--- src/design/case_folding_regex_line_matcher_defines.svh ---
// assertion macros for the line matcher
`ifndef CASE_FOLDING_REGEX_LINE_MATCHER_DEFINES_SVH
`define CASE_FOLDING_REGEX_LINE_MATCHER_DEFINES_SVH
`ifndef SYNTHESIS
// same-cycle implication
`define CFRLM_ASSERT_IMP(label, clk, rst_n, ante, cons) \
	label: assert property (@(posedge clk) disable iff (!rst_n) (ante) |-> (cons)) \
		else $error("line matcher check failed");
// next-cycle implication
`define CFRLM_ASSERT_NXT(label, clk, rst_n, ante, cons) \
	label: assert property (@(posedge clk) disable iff (!rst_n) (ante) |=> (cons)) \
		else $error("line matcher check failed");
`else
`define CFRLM_ASSERT_IMP(label, clk, rst_n, ante, cons)
`define CFRLM_ASSERT_NXT(label, clk, rst_n, ante, cons)
`endif
`endif

--- src/design/cfrlm_pkg.sv ---
package cfrlm_pkg;

	localparam int DEF_PATTERN_ELEMENTS = 32;
	localparam int APB_ADDR_W = 3;
	localparam int APB_DATA_W = 32;

	localparam logic [7:0] UPPER_A  = 8'o101;
	localparam logic [7:0] UPPER_Z  = 8'o132;
	localparam logic [7:0] CASE_GAP = 8'o040;

	// word opcodes
	typedef enum logic [2:0] {
		OP_CLEAR  = 3'd0,
		OP_APPEND = 3'd1,
		OP_MEMBER = 3'd2,
		OP_BYTE   = 3'd3,
		OP_EOL    = 3'd4
	} op_t;

	// element kinds
	typedef enum logic [1:0] {
		KIND_LITERAL = 2'd0,
		KIND_ANY     = 2'd1,
		KIND_CLASS   = 2'd2,
		KIND_NCLASS  = 2'd3
	} kind_t;

	// register indexes
	typedef enum logic {
		REG_ANCHOR_START = 1'b0,
		REG_ANCHOR_END   = 1'b1
	} reg_idx_t;

	// broadcast commands from the control to every cell
	typedef struct packed {
		logic step;     // advance on a line character
		logic restart;  // drop all active positions
		logic clear;    // wipe class members
		logic append;   // store a new element at the tail
		logic member;   // add a class member to the last element
	} cell_cmd_t;

	// fold upper case to lower case
	function automatic logic [7:0] fold(input logic [7:0] c);
		return (c >= UPPER_A && c <= UPPER_Z) ? c + CASE_GAP : c;
	endfunction

endpackage

--- src/design/cfrlm_cell.sv ---
module cfrlm_cell (
	input  logic               clk,
	input  logic               arst_n,
	input  cfrlm_pkg::cell_cmd_t cmd,
	input  logic               is_tail,
	input  logic               is_last,
	input  logic               en,
	input  logic [7:0]         data_byte,
	input  cfrlm_pkg::kind_t   kind_in,
	input  logic               repeat_in,
	input  logic               closed_in,
	input  logic               adv_in,
	output logic               closed,
	output logic               closed_out,
	output logic               adv_out
);
	import cfrlm_pkg::*;

	kind_t        kind_q;
	logic         rep_q;
	logic [7:0]   lit_q;
	logic [255:0] class_q;
	logic         raw_q;
	logic [7:0]   folded;
	logic         inset;
	logic         hit;

	// element payload, written on append
	always_ff @(posedge clk) begin
		if (cmd.append && is_tail) begin
			kind_q <= kind_in;
			rep_q  <= repeat_in;
			lit_q  <= data_byte;
		end
	end

	// class member set
	always_ff @(posedge clk or negedge arst_n) begin
		if (!arst_n) begin
			class_q <= '0;
		end else if (cmd.clear) begin
			class_q <= '0;
		end else if (cmd.member && is_last) begin
			class_q[data_byte] <= 1'b1;
		end
	end

	// character test against this element
	assign folded = fold(data_byte);
	assign inset  = class_q[data_byte] | class_q[folded];

	always_comb begin
		case (kind_q)
			KIND_LITERAL: hit = (data_byte == lit_q) || (folded == lit_q);
			KIND_ANY:     hit = (data_byte != 8'd0);
			KIND_CLASS:   hit = (data_byte != 8'd0) && inset;
			KIND_NCLASS:  hit = (data_byte != 8'd0) && !inset;
			default:      hit = 1'b0;
		endcase
	end

	// closure link and advance to the neighbour
	assign closed     = raw_q | closed_in;
	assign closed_out = closed & rep_q & en;
	assign adv_out    = closed & hit & !rep_q & en;

	// active position bit, before closure
	always_ff @(posedge clk or negedge arst_n) begin
		if (!arst_n) begin
			raw_q <= 1'b0;
		end else if (cmd.restart) begin
			raw_q <= 1'b0;
		end else if (cmd.step) begin
			raw_q <= adv_in | (closed & hit & rep_q & en);
		end
	end

endmodule

--- config.mk ---
export PLATFORM = sky130hd
export DESIGN_NAME = cfrlm_cell
export DESIGN_NICKNAME = d
export VERILOG_FILES = /design/src/design/case_folding_regex_line_matcher_defines.svh /design/src/design/cfrlm_pkg.sv /design/src/design/cfrlm_cell.sv
export SDC_FILE = /design/constraint.sdc
export NUM_CORES = 1
export LEC_CHECK = 0
export ABC_AREA = 1
export BUFFER_PORTS_ARGS = -buffer_cell sky130_fd_sc_hd__buf_2
export CORE_MARGIN = 2
export CORE_UTILIZATION = 25
export CTS_CLUSTER_SIZE = 20
export DETAILED_ROUTE_END_ITERATION = 10
export GPL_TIMING_DRIVEN = 1
export SYNTH_ARGS = -nofsm -noshare
export SYNTH_HDL_FRONTEND = slang
export SYNTH_SLANG_ARGS = --single-unit
--- constraint.sdc ---
create_clock -name clk -period 2.4 [get_ports clk]
set_input_delay 0.24 -clock clk [delete_from_list [all_inputs] [get_ports clk]]
set_output_delay 0.24 -clock clk [all_outputs]
set_load 0.05 [all_outputs]
==> run summary <==
POWER AND IR DROP
--------------------------------------------------------------------------------------------------
Internal power contribution .........................................................     7.383 mW
Worst IR Drop VDD ...................................................................    0.4752 mV
Sequential fraction of design power .................................................        46.3%
Power density over the cells ........................................................ 615.3 nW/um^2
Proportion of power drawn by combinational gates ....................................         8.8%
Portion of total power attributed to the clock network ..............................        44.9%
Static power due to leakage .........................................................     7.370 nW
P_sw ................................................................................     2.516 mW
Switch share ........................................................................       25.42%

GRT
--------------------------------------------------------------------------------------------------
Pin count of the biggest net entering global routing ................................          257
Via count of the first global-routing pass ..........................................        11980
Global-route wire length before repair ..............................................     68910 um
Initial antenna violation count .....................................................            0
GR Overflow Total ...................................................................            0
All-Layer GR Usage ..................................................................       16.38%

CTS
--------------------------------------------------------------------------------------------------
Clock latency reported for the late side of the worst-skew pair .....................      0.58 ns
Root Buffer Master .................................................................. sky130_fd_sc_hd__clkbuf_16
Clock tree from TritonCTS ...........................................................          yes
Number of CTS-inserted buffers ......................................................           30
Number of H-tree levels .............................................................            1
Number of clock sinks ...............................................................          268
Clock transition time at the flip-flop clock pins of the worst setup and hold paths .      0.06 ns
Number of buffers on the longest clock path .........................................            3

PLACEMENT
--------------------------------------------------------------------------------------------------
Final GP Congestion .................................................................       0.9606
Total of buffers placed on input and output ports ...................................           25
Placed Instance Area ................................................................   14770 um^2
Placed Instances ....................................................................         2486
Half-perimeter wire length after placement ..........................................     29740 um

FINISH
--------------------------------------------------------------------------------------------------
Fill cell count .....................................................................         5533
Area of all sequential standard cells ...............................................    6761 um^2
# nets final ........................................................................         1880
Area of the multi-input gates .......................................................    5406 um^2
Commonest non-fill, non-tap cells in the layout ..................................... sky130_fd_sc_hd__nand2_1, sky130_fd_sc_hd__nor2_1, sky130_fd_sc_hd__a21oi_1, sky130_fd_sc_hd__dfrtp_1, sky130_fd_sc_hd__inv_1
Final core area utilization .........................................................       31.36%
Post-layout instance area ...........................................................   16090 um^2
Layout cells sized above 1 ..........................................................       15.60%
Growth of design area from synthesis to finish ......................................       24.17%
Fin cells ...........................................................................         2558
Antenna fix cells ...................................................................            0
Most common library cell in the layout ignoring fill and taps ....................... sky130_fd_sc_hd__nand2_1

STA
--------------------------------------------------------------------------------------------------
Hold Vio Cnt, Final .................................................................            0
Unrepaired setup endpoints after global routing .....................................          yes
FMAX ................................................................................    348.5 MHz
Slew margin rel. ....................................................................      -11.38%
Least-Margin Pin Slew ...............................................................     1.671 ns
Skew final ..........................................................................   0.01869 ns
Count of endpoints failing setup in the final report ................................            1
Post-route fraction of the period consumed by the critical path .....................       119.6%
Minimum period implied by the final worst setup slack ...............................     2.870 ns
Number of pins exceeding their max-slew limit in the final report ...................          122
Final setup margin ..................................................................   -0.4696 ns

LOGIC SYNTHESIS
--------------------------------------------------------------------------------------------------
Adder-Cell Fraction of Synth Area ...................................................     0.09656%
Unique cell type count in the Yosys netlist .........................................           35
Main combinational cell family by area after synthesis .............................. simple AND/OR/NAND/NOR gates
Part of the Yosys area used for sequential elements .................................       52.18%
Avg Cell Area, Syn ..................................................................   7.486 um^2
Synthesized-area fraction occupied by ao, oa, aoi and oai cells .....................       13.50%
Multiplexer fraction of the synthesized cell area ...................................           0%
Largest cells by area after synthesis ............................................... sky130_fd_sc_hd__dfrtp_1, sky130_fd_sc_hd__nand2_1, sky130_fd_sc_hd__a21oi_1, sky130_fd_sc_hd__nor2_1, sky130_fd_sc_hd__inv_1
Yosys synthesis warning count .......................................................            0
Post-synthesis cell type with the largest combined area ............................. sky130_fd_sc_hd__dfrtp_1
Synthesized net count ...............................................................         1755
Fraction of synthesized cell area in xor and xnor cells .............................      0.4056%
Portion of synthesized cell area occupied by the leading cell type ..................       49.63%
Mapped Cells ........................................................................         1731
Simple-gate share of the synthesized area ...........................................       26.18%
Flip-flop and latch count after synthesis ...........................................          268
Post-synthesis instance area ........................................................   12960 um^2

FLOORPLAN
--------------------------------------------------------------------------------------------------
I/O Pins ............................................................................           26
Die Footprint .......................................................................   53670 um^2
Die extent in x .....................................................................     231.7 um
Initial core utilization ............................................................       25.26%
Area of the placeable core ..........................................................   51300 um^2
Vertical extent of the die ..........................................................     231.7 um
FP Rows .............................................................................           83

ROUTE
--------------------------------------------------------------------------------------------------
DRT met1 WL .........................................................................     19370 um
Top routing layer used ..............................................................         met4
Total Wirelength ....................................................................     43640 um
Met2 wire length ....................................................................     19870 um
TritonRoute pass-1 iters ............................................................            5
Met3 WL .............................................................................      3236 um
Via Count ...........................................................................        12000
Vias per cell .......................................................................        4.690
Routed wire length per instance .....................................................     17.06 um
DRC violation count after routing ...................................................            0
Routed Antenna Nets .................................................................            0
Iter 0 DRT Violations ...............................................................         1257

RUN STATUS
--------------------------------------------------------------------------------------------------
Outcome ............................................................................. finished with violations
Violated checks ..................................................................... slew limit, setup timing

SETUP PATH
--------------------------------------------------------------------------------------------------
Sort of element at the end of the critical path .....................................  output port
Endpoint required time on the critical path .........................................      2.16 ns
Worst EP arrival ....................................................................      2.63 ns
Count of cells along the worst register-to-register path ............................           21
Element type at the critical path start .............................................         flop
Crit path kind ......................................................................   reg -> out
CP max FO ...........................................................................            2

HOLD PATH
--------------------------------------------------------------------------------------------------
Hold Path Class .....................................................................    in -> reg
Cells on Worst Hold Path ............................................................            2

JOB
--------------------------------------------------------------------------------------------------
Count of maximum capacitance violations .............................................            0

[worst max-delay path, cell delays in order (launching register included)]
cell and delay (ns):
sky130_fd_sc_hd__dfrtp_1 0.37, sky130_fd_sc_hd__inv_2 0.06, sky130_fd_sc_hd__nor2_1 0.04, sky130_fd_sc_hd__nor2_1 0.14
sky130_fd_sc_hd__nand2_1 0.07, sky130_fd_sc_hd__nand2_1 0.06, sky130_fd_sc_hd__nand2_1 0.06, sky130_fd_sc_hd__nor2_2 0.13
sky130_fd_sc_hd__nand2_1 0.08, sky130_fd_sc_hd__nand3_1 0.10, sky130_fd_sc_hd__nand3_1 0.07, sky130_fd_sc_hd__nand2_1 0.07
sky130_fd_sc_hd__inv_1 0.04, sky130_fd_sc_hd__nand2_1 0.07, sky130_fd_sc_hd__nand3_2 0.12, sky130_fd_sc_hd__nand2_1 0.09
sky130_fd_sc_hd__nand2_1 0.07, sky130_fd_sc_hd__nand3_2 0.06, sky130_fd_sc_hd__nand2_2 0.05, sky130_fd_sc_hd__and3_4 0.15
sky130_fd_sc_hd__buf_8 0.14
[metal layers]
metal | track usage [%] | vias to the layer above
li1 | - | 5688
met1 | 22.66 | 5798
met5 | 0 | -
met4 | 4.567 | 0
met3 | 2.928 | 80
met2 | 26.20 | 430
[power by group through the flow]
stage          sequential (mW)  clock [mW]  combinational [mW]
2_1_floorplan             4.66           0               0.372
3_3_place_gp              4.66           0               0.832
3_5_place_dp              4.66           0               0.837
4_1_cts                   4.58        4.54               0.860
5_1_grt                   4.58        4.73               0.940
6_report                  4.58        4.44               0.874
[synthesized netlist by cell type (all sizes together)]
cell,count
a211oi,1
a21oi,286
a31oi,4
and3,2
buf,37
clkbuf,50
clkinv,3
dfrtp,257
edfxtp,11
ha,1
inv,149
nand2,483
nand3,29
nand3b,2
nand4,6
nor2,344
nor3,6
o211ai,1
o21ai,49
o21bai,1
o221ai,1
o22ai,2
xnor2,4
xor2,2
[sequential cells by signal (all words and copies together), names as in the netlist]
register / flops
lit_q: 8
class_q: 256
raw_q: 1
kind_q: 2
rep_q: 1
[worst paths after layout]
path | start | endpoint | slack, ns
worst max-delay path | class_q[154]$_DFFE_PN0P_ | adv_out | -0.47
worst min-delay path | data_byte[7] | lit_q[7]$_DFFE_PP_ | 0.03
worst max register to register | class_q[154]$_DFFE_PN0P_ | raw_q$_DFFE_PN0P_ | 0.28
worst min register to register | class_q[202]$_DFFE_PN0P_ | class_q[202]$_DFFE_PN0P_ | 0.49
max in group asynchronous | arst_n | class_q[186]$_DFFE_PN0P_ | 1.42
min in group asynchronous | arst_n | class_q[71]$_DFFE_PN0P_ | 0.21
[through the flow]
stage               hold WS, ns  total power, mW  setup slack [ns]  setup TNS (ns)
floorplan              -0.05559            5.035           0.04223               0
global placement         0.2236            5.497           -0.4784         -0.6995
detailed placement       0.2248            5.502           -0.4992         -0.7106
CTS                    0.006720            9.982           -0.4887         -0.4887
global route            0.02784            10.25           -0.6161         -0.6161
finish                  0.03441            9.899           -0.4696         -0.4696
[cell families after synthesis]
kind of cell	count (synthesis)
adders and majority gates	1
and+or+nand+nor	872
AOI/OAI and AO/OA	345
xor gates and xnor gates	6
DFF	268
buffers and inverters	239
[final cells by class]
class | count | share of cell area (%)
Timing Repair Buffer | 180 | 9.682
Inverter | 152 | 3.546
Sequential cell | 268 | 42.02
Clock buffer | 49 | 5.607
Clock inverter | 5 | 0.2489
Multi-Input combinational cell | 1224 | 33.60
Tap cell | 680 | 5.288
[what timing repair did]
action | in CTS | in global routing
gates resized for setup | 28 | 60
hold endpoints to repair | 58 | 0
endpoints found under the setup margin | 1 | 2
buffers inserted | 1 | 6
hold buffers | 11 | 0
pin swaps | 14 | 38
Note: power is estimated with default switching activity, not from simulation.
